`src/krbm_pkg.sv`:
```
// shared constants, codes and types for the keyed record best match search unit
package krbm_pkg;

  localparam int MAX_KEYS       = 4;
  localparam int MAX_ARGS       = 8;
  localparam int MAX_LINES      = 65536;
  localparam int MAX_LINE_ATOMS = 32;

  localparam int KIND_W     = 3;
  localparam int VALUE_W    = 32;
  localparam int DIST_W     = 32;
  localparam int BEST_W     = 17;
  localparam int KEY_W      = 7;
  localparam int FIELD_W    = 4;
  localparam int OP_W       = 3;
  localparam int KCNT_W     = 3;
  localparam int KIDX_W     = (MAX_KEYS > 1) ? $clog2(MAX_KEYS) : 1;
  localparam int CFG_IDX_W  = 3;
  localparam int CFG_DATA_W = KEY_W;
  localparam int PLACE_W    = $clog2((1 << FIELD_W) + MAX_ARGS);
  localparam int POS_W      = $clog2(MAX_LINE_ATOMS) + 1;
  localparam int CMP_W      = (PLACE_W > POS_W) ? PLACE_W : POS_W;
  localparam int QCNT_W     = $clog2(MAX_ARGS) + 1;
  localparam int AIDX_W     = (MAX_ARGS > 1) ? $clog2(MAX_ARGS) : 1;
  localparam int LINE_W     = $clog2(MAX_LINES);
  localparam int LCNT_W     = LINE_W + 1;

  typedef enum logic [KIND_W-1:0] {
    KIND_START  = 3'd0,
    KIND_ARG    = 3'd1,
    KIND_ATOM   = 3'd2,
    KIND_EMPTY  = 3'd3,
    KIND_FINISH = 3'd4
  } kind_t;

  typedef enum logic [OP_W-1:0] {
    OP_EQ   = 3'd0,
    OP_GT   = 3'd1,
    OP_GE   = 3'd2,
    OP_LT   = 3'd3,
    OP_LE   = 3'd4,
    OP_NEAR = 3'd5
  } op_t;

  typedef enum logic [CFG_IDX_W-1:0] {
    CFG_KEY_COUNT = 3'd0,
    CFG_KEY_0     = 3'd1,
    CFG_KEY_1     = 3'd2,
    CFG_KEY_2     = 3'd3,
    CFG_KEY_3     = 3'd4
  } cfg_idx_t;

  typedef enum logic [1:0] {
    TOK_NONE,
    TOK_RESTART,
    TOK_CLOSE,
    TOK_FINISH
  } tok_kind_t;

  typedef struct packed {
    logic [KCNT_W-1:0]              key_count;
    logic [MAX_KEYS-1:0][KEY_W-1:0] key;
  } krbm_cfg_t;

  typedef struct packed {
    logic [KIND_W-1:0]  kind;
    logic               is_symbol;
    logic [VALUE_W-1:0] value;
    logic               end_of_line;
  } krbm_item_t;

  typedef struct packed {
    tok_kind_t                       kind;
    logic                            hit;
    logic [LINE_W-1:0]               line;
    logic [MAX_ARGS-1:0]             rank;
    logic [MAX_ARGS-1:0][DIST_W-1:0] distance;
    logic                            overflow;
  } krbm_tok_t;

endpackage

```
`src/krbm_in_if.sv`:
```
// input item channel
interface krbm_in_if;
  import krbm_pkg::*;

  logic                      valid;
  logic                      ready;
  logic [KIND_W-1:0]         kind;
  logic                      is_symbol;
  logic signed [VALUE_W-1:0] value;
  logic                      end_of_line;

  modport source (output valid, kind, is_symbol, value, end_of_line, input ready);
  modport sink (input valid, kind, is_symbol, value, end_of_line, output ready);
endinterface

```
`src/krbm_out_if.sv`:
```
// result channel
interface krbm_out_if;
  import krbm_pkg::*;

  logic                     valid;
  logic                     ready;
  logic signed [BEST_W-1:0] best_line;
  logic                     overflow;

  modport source (output valid, best_line, overflow, input ready);
  modport sink (input valid, best_line, overflow, output ready);
endinterface

```
`src/krbm_line_eval.sv`:
```
// query store and per atom line evaluation, emits one token per item
module krbm_line_eval (
  input  logic                clk,
  input  logic                rst,
  input  krbm_pkg::krbm_cfg_t  cfg,
  input  logic                item_valid,
  input  krbm_pkg::krbm_item_t item,
  input  logic                hold,
  output logic                take,
  output krbm_pkg::krbm_tok_t  tok
);
  import krbm_pkg::*;

  logic [MAX_ARGS-1:0][VALUE_W-1:0] query_value;
  logic [MAX_ARGS-1:0]              query_symbol_flag;
  logic [QCNT_W-1:0]                query_count, query_count_next;
  logic [MAX_ARGS-1:0]              arg_seen, arg_seen_next;
  logic                             line_ok, line_ok_next;
  logic [MAX_ARGS-1:0][DIST_W-1:0]  line_distance;
  logic [LCNT_W-1:0]                line_counter, line_counter_next;
  logic [POS_W-1:0]                 atom_position, atom_position_next;
  logic                             overflow_flag, overflow_flag_next;
  krbm_tok_t                        tok_next;

  logic [KCNT_W-1:0]  kc;
  logic [KEY_W-1:0]   last_key;
  logic [PLACE_W-1:0] field [MAX_ARGS];
  op_t                op [MAX_ARGS];

  logic [MAX_ARGS-1:0]             active, hit, bad, dist_wr, rank;
  logic [MAX_ARGS-1:0][DIST_W-1:0] dist_upd;
  logic [MAX_ARGS-1:0]             seen_upd;
  logic                            ok_upd, complete, lines_full, is_atom, pos_ok, arg_room;

  function automatic logic num_pass(input op_t o, input logic eq, input logic gt);
    logic p;
    case (o)
      OP_EQ:   p = eq;
      OP_GT:   p = gt;
      OP_GE:   p = gt | eq;
      OP_LT:   p = !gt && !eq;
      OP_LE:   p = !gt;
      default: p = 1'b1;
    endcase
    return p;
  endfunction

  function automatic logic key_count_zero();
    return cfg.key_count == '0;
  endfunction

  // key placement
  always_comb begin
    if (key_count_zero()) begin
      kc = KCNT_W'(1);
    end else if (cfg.key_count > KCNT_W'(MAX_KEYS)) begin
      kc = KCNT_W'(MAX_KEYS);
    end else begin
      kc = cfg.key_count;
    end
    last_key = cfg.key[KIDX_W'(kc - KCNT_W'(1))];
  end

  for (genvar j = 0; j < MAX_ARGS; j++) begin : g_arg
    logic                      eq, gt;
    logic signed [VALUE_W:0]   diff;
    logic [DIST_W-1:0]         dist_new;
    logic [PLACE_W-1:0]        tail_field;

    assign tail_field = PLACE_W'(last_key[FIELD_W-1:0]) + PLACE_W'(j + 1) - PLACE_W'(kc);

    if (j < MAX_KEYS) begin : g_own
      assign field[j] = (KCNT_W'(j) < kc) ? PLACE_W'(cfg.key[j][FIELD_W-1:0]) : tail_field;
      assign op[j]    = (KCNT_W'(j) < kc) ? op_t'(cfg.key[j][KEY_W-1:FIELD_W])
                                          : op_t'(last_key[KEY_W-1:FIELD_W]);
    end else begin : g_tail
      assign field[j] = tail_field;
      assign op[j]    = op_t'(last_key[KEY_W-1:FIELD_W]);
    end

    assign active[j] = QCNT_W'(j) < query_count;
    assign hit[j]    = is_atom && pos_ok && active[j]
                       && (CMP_W'(field[j]) == CMP_W'(atom_position));
    assign eq        = item.value == query_value[j];
    assign gt        = $signed(item.value) > $signed(query_value[j]);
    assign diff      = $signed({item.value[VALUE_W-1], item.value})
                       - $signed({query_value[j][VALUE_W-1], query_value[j]});
    assign dist_new  = diff[VALUE_W] ? DIST_W'(-diff) : diff[DIST_W-1:0];

    assign bad[j] = hit[j] && ((item.is_symbol != query_symbol_flag[j])
                    || (item.is_symbol ? ((op[j] != OP_EQ) || !eq) : !num_pass(op[j], eq, gt)));
    assign dist_wr[j]  = hit[j] && !item.is_symbol && !query_symbol_flag[j];
    assign dist_upd[j] = dist_wr[j] ? dist_new : line_distance[j];
    assign rank[j]     = active[j] && !query_symbol_flag[j] && (op[j] != OP_EQ);
  end

  assign is_atom    = item.kind == KIND_ATOM;
  assign pos_ok     = atom_position < POS_W'(MAX_LINE_ATOMS);
  assign seen_upd   = arg_seen | hit;
  assign ok_upd     = line_ok && !(|bad);
  assign complete   = (seen_upd & active) == active;
  assign lines_full = line_counter >= LCNT_W'(MAX_LINES);
  assign arg_room   = query_count < QCNT_W'(MAX_ARGS);
  assign take       = item_valid && !hold;

  always_comb begin
    logic restart, close_now;
    query_count_next   = query_count;
    arg_seen_next      = arg_seen;
    line_ok_next       = line_ok;
    line_counter_next  = line_counter;
    atom_position_next = atom_position;
    overflow_flag_next = overflow_flag;
    tok_next           = tok;
    tok_next.kind      = TOK_NONE;
    restart            = 1'b0;
    close_now          = 1'b0;

    case (item.kind)
      KIND_START: begin
        query_count_next   = '0;
        overflow_flag_next = 1'b0;
        restart            = 1'b1;
      end
      KIND_ARG: begin
        if (arg_room) begin
          query_count_next = query_count + QCNT_W'(1);
          restart          = 1'b1;
        end else begin
          overflow_flag_next = 1'b1;
        end
      end
      KIND_ATOM: begin
        arg_seen_next = seen_upd;
        line_ok_next  = ok_upd;
        if (pos_ok) begin
          atom_position_next = atom_position + POS_W'(1);
        end
        close_now = item.end_of_line;
      end
      KIND_EMPTY: begin
        close_now = 1'b1;
      end
      KIND_FINISH: begin
        tok_next.kind     = TOK_FINISH;
        tok_next.overflow = overflow_flag;
      end
      default: begin
      end
    endcase

    if (restart) begin
      tok_next.kind      = TOK_RESTART;
      arg_seen_next      = '0;
      line_ok_next       = 1'b1;
      line_counter_next  = '0;
      atom_position_next = '0;
    end

    if (close_now) begin
      tok_next.kind     = TOK_CLOSE;
      tok_next.hit      = !lines_full && ok_upd && complete;
      tok_next.line     = line_counter[LINE_W-1:0];
      tok_next.rank     = rank;
      tok_next.distance = dist_upd;
      if (lines_full) begin
        overflow_flag_next = 1'b1;
      end else begin
        line_counter_next = line_counter + LCNT_W'(1);
      end
      arg_seen_next      = '0;
      line_ok_next       = 1'b1;
      atom_position_next = '0;
    end
  end

  always_ff @(posedge clk) begin
    if (rst) begin
      query_count   <= '0;
      arg_seen      <= '0;
      line_ok       <= 1'b1;
      line_counter  <= '0;
      atom_position <= '0;
      overflow_flag <= 1'b0;
      tok.kind      <= TOK_NONE;
    end else if (take) begin
      query_count   <= query_count_next;
      arg_seen      <= arg_seen_next;
      line_ok       <= line_ok_next;
      line_counter  <= line_counter_next;
      atom_position <= atom_position_next;
      overflow_flag <= overflow_flag_next;
      tok           <= tok_next;
    end else if (!hold) begin
      tok.kind <= TOK_NONE;
    end
  end

  always_ff @(posedge clk) begin
    if (take && (item.kind == KIND_ARG) && arg_room) begin
      query_value[query_count[AIDX_W-1:0]]       <= item.value;
      query_symbol_flag[query_count[AIDX_W-1:0]] <= item.is_symbol;
    end
    if (take && is_atom) begin
      line_distance <= dist_upd;
    end
  end

endmodule

```
`src/krbm_best_select.sv`:
```
// best line tracking and result register
module krbm_best_select (
  input  logic               clk,
  input  logic               rst,
  input  krbm_pkg::krbm_tok_t tok,
  output logic               hold,
  krbm_out_if.source         result
);
  import krbm_pkg::*;

  logic                            best_found;
  logic [LINE_W-1:0]               best_index;
  logic [MAX_ARGS-1:0][DIST_W-1:0] best_distance;
  logic                            better;

  // lexicographic compare, first differing ranked argument decides
  always_comb begin
    better = 1'b0;
    for (int j = MAX_ARGS - 1; j >= 0; j--) begin
      if (tok.rank[j] && (tok.distance[j] != best_distance[j])) begin
        better = tok.distance[j] < best_distance[j];
      end
    end
  end

  assign hold = (tok.kind == TOK_FINISH) && result.valid && !result.ready;

  always_ff @(posedge clk) begin
    if (rst) begin
      best_found   <= 1'b0;
      result.valid <= 1'b0;
    end else begin
      if (!hold && (tok.kind == TOK_FINISH)) begin
        result.valid <= 1'b1;
      end else if (result.valid && result.ready) begin
        result.valid <= 1'b0;
      end
      if (!hold) begin
        case (tok.kind)
          TOK_RESTART: begin
            best_found <= 1'b0;
          end
          TOK_CLOSE: begin
            if (tok.hit && (!best_found || better)) begin
              best_found    <= 1'b1;
              best_index    <= tok.line;
              best_distance <= tok.distance;
            end
          end
          TOK_FINISH: begin
            result.best_line <= best_found ? BEST_W'(best_index) : '1;
            result.overflow  <= tok.overflow;
          end
          default: begin
          end
        endcase
      end
    end
  end

endmodule

```
`src/keyed_record_best_match_search_unit.sv`:
```
// top level of the keyed record best match search unit
//
//   channel   direction  transfer when          payload
//   request   in         valid && ready         kind, is_symbol, value, end_of_line
//   result    out        valid && ready         best_line, overflow
//   cfg       in         cfg_write              cfg_index, cfg_data
//
// one item per cycle sustained while no finish is held; a finish passes the input
// register, the line evaluation token and then the result register
// reset clears the query count, line state, best found flag and keys (key count 1)
// a result held at the output stalls a finish in the token stage; items behind
// it fill the input register, then ready drops
module keyed_record_best_match_search_unit (
  input  logic                               clk,
  input  logic                               rst,
  input  logic                               cfg_write,
  input  logic [krbm_pkg::CFG_IDX_W-1:0]     cfg_index,
  input  logic [krbm_pkg::CFG_DATA_W-1:0]    cfg_data,
  krbm_in_if.sink                            request,
  krbm_out_if.source                         result
);
  import krbm_pkg::*;

  krbm_cfg_t  cfg;
  logic       s1_valid;
  krbm_item_t s1_item;
  logic       take;
  logic       hold;
  krbm_tok_t  tok;

  always_ff @(posedge clk) begin
    if (rst) begin
      cfg.key_count <= KCNT_W'(1);
      cfg.key       <= '0;
    end else if (cfg_write) begin
      case (cfg_index)
        CFG_KEY_COUNT: cfg.key_count <= cfg_data[KCNT_W-1:0];
        CFG_KEY_0:     cfg.key[0]    <= cfg_data[KEY_W-1:0];
        CFG_KEY_1:     cfg.key[1]    <= cfg_data[KEY_W-1:0];
        CFG_KEY_2:     cfg.key[2]    <= cfg_data[KEY_W-1:0];
        CFG_KEY_3:     cfg.key[3]    <= cfg_data[KEY_W-1:0];
        default: begin
        end
      endcase
    end
  end

  // input register
  assign request.ready = !s1_valid || take;

  always_ff @(posedge clk) begin
    if (rst) begin
      s1_valid <= 1'b0;
    end else if (request.valid && request.ready) begin
      s1_valid <= 1'b1;
    end else if (take) begin
      s1_valid <= 1'b0;
    end
  end

  always_ff @(posedge clk) begin
    if (request.valid && request.ready) begin
      s1_item.kind        <= request.kind;
      s1_item.is_symbol   <= request.is_symbol;
      s1_item.value       <= request.value;
      s1_item.end_of_line <= request.end_of_line;
    end
  end

  krbm_line_eval u_line_eval (
    .clk        (clk),
    .rst        (rst),
    .cfg        (cfg),
    .item_valid (s1_valid),
    .item       (s1_item),
    .hold       (hold),
    .take       (take),
    .tok        (tok)
  );

  krbm_best_select u_best_select (
    .clk    (clk),
    .rst    (rst),
    .tok    (tok),
    .hold   (hold),
    .result (result)
  );

`ifndef SYNTHESIS
  a_result_from_finish: assert property (@(posedge clk) disable iff (rst)
    $rose(result.valid) |-> $past(tok.kind == TOK_FINISH))
    else $error("result raised without a finish token");

  a_hold_keeps_finish: assert property (@(posedge clk) disable iff (rst)
    hold |=> (tok.kind == TOK_FINISH))
    else $error("stalled finish token lost");

  a_hold_blocks_take: assert property (@(posedge clk) disable iff (rst)
    hold |-> !take)
    else $error("item taken while token stage is held");

  a_best_line_range: assert property (@(posedge clk) disable iff (rst)
    result.valid |-> (!result.best_line[BEST_W-1] || (result.best_line == '1)))
    else $error("best line neither an index nor minus one");
`endif

endmodule

```
`src/flat_wrapper.sv`:
```
// flat-port wrapper written by rule: the top's interface ports become plain ports
module keyed_record_best_match_search_unit_flat import krbm_pkg::*;
  (clk, rst, cfg_write, cfg_index, cfg_data, request_valid, request_kind, request_is_symbol, request_value, request_end_of_line, request_ready, result_valid, result_best_line, result_overflow, result_ready);
  krbm_in_if request_i ();
  krbm_out_if result_i ();
  input  logic clk;
  input  logic rst;
  input  logic cfg_write;
  input  logic [krbm_pkg::CFG_IDX_W-1:0] cfg_index;
  input  logic [krbm_pkg::CFG_DATA_W-1:0] cfg_data;
  input wire logic [$bits(request_i.valid)-1:0] request_valid;
  input wire logic [$bits(request_i.kind)-1:0] request_kind;
  input wire logic [$bits(request_i.is_symbol)-1:0] request_is_symbol;
  input wire logic [$bits(request_i.value)-1:0] request_value;
  input wire logic [$bits(request_i.end_of_line)-1:0] request_end_of_line;
  output wire logic [$bits(request_i.ready)-1:0] request_ready;
  output wire logic [$bits(result_i.valid)-1:0] result_valid;
  output wire logic [$bits(result_i.best_line)-1:0] result_best_line;
  output wire logic [$bits(result_i.overflow)-1:0] result_overflow;
  input wire logic [$bits(result_i.ready)-1:0] result_ready;
  assign request_i.valid = request_valid;
  assign request_i.kind = request_kind;
  assign request_i.is_symbol = request_is_symbol;
  assign request_i.value = request_value;
  assign request_i.end_of_line = request_end_of_line;
  assign request_ready = request_i.ready;
  assign result_valid = result_i.valid;
  assign result_best_line = result_i.best_line;
  assign result_overflow = result_i.overflow;
  assign result_i.ready = result_ready;
  keyed_record_best_match_search_unit u_core (.clk(clk), .rst(rst), .cfg_write(cfg_write), .cfg_index(cfg_index), .cfg_data(cfg_data), .request(request_i), .result(result_i));
endmodule
```
`config.mk`:
```
export PLATFORM = sky130hd
export DESIGN_NAME = keyed_record_best_match_search_unit_flat
export DESIGN_NICKNAME = d
export VERILOG_FILES = /design/src/krbm_pkg.sv /design/src/krbm_in_if.sv /design/src/krbm_out_if.sv /design/src/krbm_line_eval.sv /design/src/krbm_best_select.sv /design/src/keyed_record_best_match_search_unit.sv /design/src/flat_wrapper.sv
export SDC_FILE = /design/constraint.sdc
export NUM_CORES = 2
export LEC_CHECK = 0
export BUFFER_PORTS_ARGS = -buffer_cell sky130_fd_sc_hd__clkbuf_2
export CAP_MARGIN = 20
export CORE_ASPECT_RATIO = 0.7
export CORE_MARGIN = 2
export CORE_UTILIZATION = 35
export DETAILED_ROUTE_END_ITERATION = 16
export PLACE_DENSITY = 0.59
export SLEW_MARGIN = 20
export SYNTH_ARGS = -nofsm -noshare
export SYNTH_HDL_FRONTEND = slang
export SYNTH_SLANG_ARGS = --single-unit
```
`constraint.sdc`:
```
create_clock -name clk -period 16.9 [get_ports clk]
set_clock_uncertainty 0.15 [all_clocks]
set_input_delay 3.38 -clock clk [delete_from_list [all_inputs] [get_ports clk]]
set_output_delay 3.38 -clock clk [all_outputs]
set_load 0.005 [all_outputs]
```
==> impl_metrics.ini <==
[place]
dp_worst_setup_slack_ns = 8.74
dp_hpwl_mm = 143
port_buffers = 71
gp_congestion = 0.906
placed_cells = 9302

[routing]
vias_per_cell = 5.39
wl_per_cell_um = 20.3
drc_errors = 0
ant_nets = 0
drt_wl_total_mm = 194
drt_pass1_iterations = 6
num_vias = 51400
drtIter0Drc = 5188

[setup_path]
cp-start-kind = input port
end_kind = primary output
critPathArrivalTime_ns = 4.56
r2r_start = u_core.u_line_eval.tok[192]$_DFFE_PP_
worstPathMaxFanout = 4
worstPathRequired_ns = 13.37
cp-startpoint = result_ready
path_class = in2out

[grt]
globalRouteOverflowTotal = 0
grt_pass1_vias = 48200
antenna_found_initial = 19
grt_pass1_wl_mm = 295
grt_max_degree = 72
track_usage_pct = 18.4

[floorplanning]
fp-row-count = 137
fp.dieW_um = 541
dieHeight_um = 380
coreArea_mm2 = 0.200
dieArea_mm2 = 0.206
start_util_pct = 35.3
boundaryPins = 72

[synth]
ys_warn_count = 0
synthArstFlopShare_pct = 0
synthMuxAreaShare_pct = 1.29
syn-mean-instance-area_um2 = 10.5
synth_compound_area_share_pct = 14.9
syn_nets = 7333
syn_area_mm2 = 0.0707
synth-xor-area-share_pct = 5.85
seq_area_frac_synth_pct = 50.0
yosys.area_share.simple_pct = 13.2
synth_top_area_share_pct = 48.0
yosys.area_share.adder_pct = 10.2
synth-main-ff-cell = edfxtp_1
post-synth-top-area-cell = edfxtp_1
synth_edf_count = 1129
ys_types = 103
synth_top_family_by_area = compound AO/OA/AOI/OAI gates
syn_inst = 6715
netlist_top_cells_area = edfxtp_1, ha_1, o21ai_0
ys_seq_elements = 1202

[clocking]
clockRootBuffer = clkbuf_16
cts_max_level = 3
cts_made_buffers = 119
ctsResizeCount = 0
postCtsSetupRepairBufs = 0
ctsHoldBuffers = 0
path_clk_slew_ns = 0.06
clock_latency_ns = 0.77
clockBufferDepth = 3
cts_sinks = 1202
cts_tree = done

[timing]
rsz0062_at_grt = no
period_share_pct = 47.9
min_period_ns = 8.09
hold_viol = 0
fin_tns_setup_ns = 0
worst_pin_slew_ns = 1.19
drv_slew = 0
relSlewSlack_pct = 20.4
layout_setup_ws_ns = 8.81
fmax_ghz = 0.124
setup_viol = 0

[layout]
nets = 7402
fill_cells = 19200
fin_cells = 9527
utilization_pct = 39.2
area_growth_pct = 10.9
drive_gt1_share_pct = 6.75

[run]
max_cap_viol_count = 0

[power]
ir_worst_vdd_v = 0.0000823
p_total_mw = 6.76
power.density_mw_per_mm2 = 86.2
p_leak_nw = 30.6

[hold_path]
hold_class = reg2reg
hp-start = u_core.u_line_eval.tok[267]$_DFFE_PP_

[run_status]
status = completed
-- cell usage after synthesis, types with 21 or more instances --
| cell type | instances |
|---|---|
| nand4_1 | 145 |
| edfxtp_1 | 1129 |
| inv_1 | 637 |
| nor2_1 | 368 |
| clkbuf_1 | 202 |
| a31oi_1 | 60 |
| ha_1 | 551 |
| o31ai_1 | 42 |
| a21oi_1 | 398 |
| a211oi_1 | 49 |
| nand2b_1 | 100 |
| xor2_1 | 201 |
| or3_1 | 50 |
| nor3_1 | 123 |
| and4_1 | 29 |
| nand2_1 | 582 |
| or2_2 | 31 |
| and3_1 | 51 |
| o211ai_1 | 49 |
| a21o_1 | 169 |
| o21ai_0 | 518 |
| o41ai_1 | 21 |
| and2_1 | 38 |
| o21a_1 | 79 |
| nand3_1 | 115 |
| o21bai_1 | 32 |
| dfxtp_1 | 73 |
| mux2i_1 | 65 |
| xnor2_1 | 269 |
| nor4_1 | 53 |
| nor2b_1 | 78 |
-- worst max-delay path, stage by stage --
cell and delay (ns):
clkbuf_2 0.08, nand2b_1 0.31, nor2_1 0.42, nand2_1 0.15
clkbuf_2 0.21
-- power by group --
group | switching [mW] | total (mW) | internal, mW
clock | 1.21 | 2.77 | 1.56
combinational | 0.483 | 0.737 | 0.255
sequential | 0.0109 | 3.25 | 3.24
-- cells by family (layout without fill, tap and decap cells) --
group	count (synthesis)	count (layout)
compound gates	1676	1676
xor+xnor	471	471
fa+ha+maj	566	566
buf+inv	848	1018
flops	1202	1202
mux	86	86
other cells	0	1
simple gates	1866	1866
-- path summary, 6_finish.rpt --
| check | to | slack, ns | depth (start not counted) |
|---|---|---|---|
| worst max-delay path | request_ready | 8.81 | 5 |
| worst min-delay path | u_core.u_best_select.best_index[2]$_DFFE_PP_ | 0.27 | 0 |
| worst max register to register | u_core.u_best_select.best_distance[200]$_DFFE_PP_ | 9.60 | 16 |
| worst min register to register | u_core.u_best_select.best_index[2]$_DFFE_PP_ | 0.27 | 0 |
-- cell type report --
type / instances / area, um2 / share of cell area (%)
flip-flops and latches: 1202 / 35400 / 45.1
inverters: 637 / 2390 / 3.05
well taps: 2641 / 3300 / 4.22
clock inverters: 77 / 928 / 1.18
repair buffers: 159 / 1070 / 1.36
multi-input cells: 4665 / 32200 / 41.1
diodes: 1 / 2.50 / 0.00319
clock buffers: 145 / 3080 / 3.92
-- sequential cells by signal, summed over array words and instances (netlist names), 4 cells and up --
| register | cells |
|---|---|
| u_core.u_line_eval.query_symbol_flag | 8 |
| u_core.u_line_eval.query_count | 4 |
| u_core.u_best_select.best_index | 16 |
| u_core.u_line_eval.line_counter | 17 |
| u_core.u_line_eval.tok | 284 |
| u_core.u_best_select.best_distance | 256 |
| u_core.u_line_eval.atom_position | 6 |
| u_core.s1_item | 37 |
| u_core.u_line_eval.query_value | 256 |
| u_core.u_line_eval.arg_seen | 8 |
| u_core.u_best_select.result.best_line | 17 |
| u_core.cfg | 31 |
| u_core.u_line_eval.line_distance | 256 |
-- stage by stage --
step / hold WS, ns / cell area [um2]
4_1_cts: 0.271 / 78300
3_3_place_gp: 0.257 / 74200
5_1_grt: 0.276 / 78400
6_report: 0.269 / 78400
3_5_place_dp: 0.255 / 74300
2_1_floorplan: 0.250 / 70700
-- layout by cell type (no fill, tap or decap), types with 21 or more instances in the layout --
cell and instances:
xor2_1 200, a21o_1 169, edfxtp_1 1129, nand2_1 580, clkbuf_2 71, nor3_1 119
nor2_1 361, clkbuf_16 119, nand2b_1 99, ha_1 551, mux2i_1 65, and4_1 29
clkbuf_1 26, buf_4 84, nor4_1 53, or2_2 30, clkinv_2 21, o21ai_0 517
a21oi_1 397, o211ai_1 49, o41ai_1 21, and2_1 38, nand4_1 145, nor2b_1 78
dfxtp_1 73, o21a_1 79, and3_1 50, or3_1 50, a31oi_1 60, nand3_1 114
inv_1 637, xnor2_1 269, o21bai_1 31, a211oi_1 48, o31ai_1 40
-- layer usage --
layer  vias up  GRT usage (%)  wire length [um]
li1      24800              -                 -
met1     24800           29.0             98100
met2      1536           25.9             77900
met3       251           2.78             13000
met4         2           4.28              4710
met5         -              0                13
No activity file was read; power rests on OpenSTA's default activity.
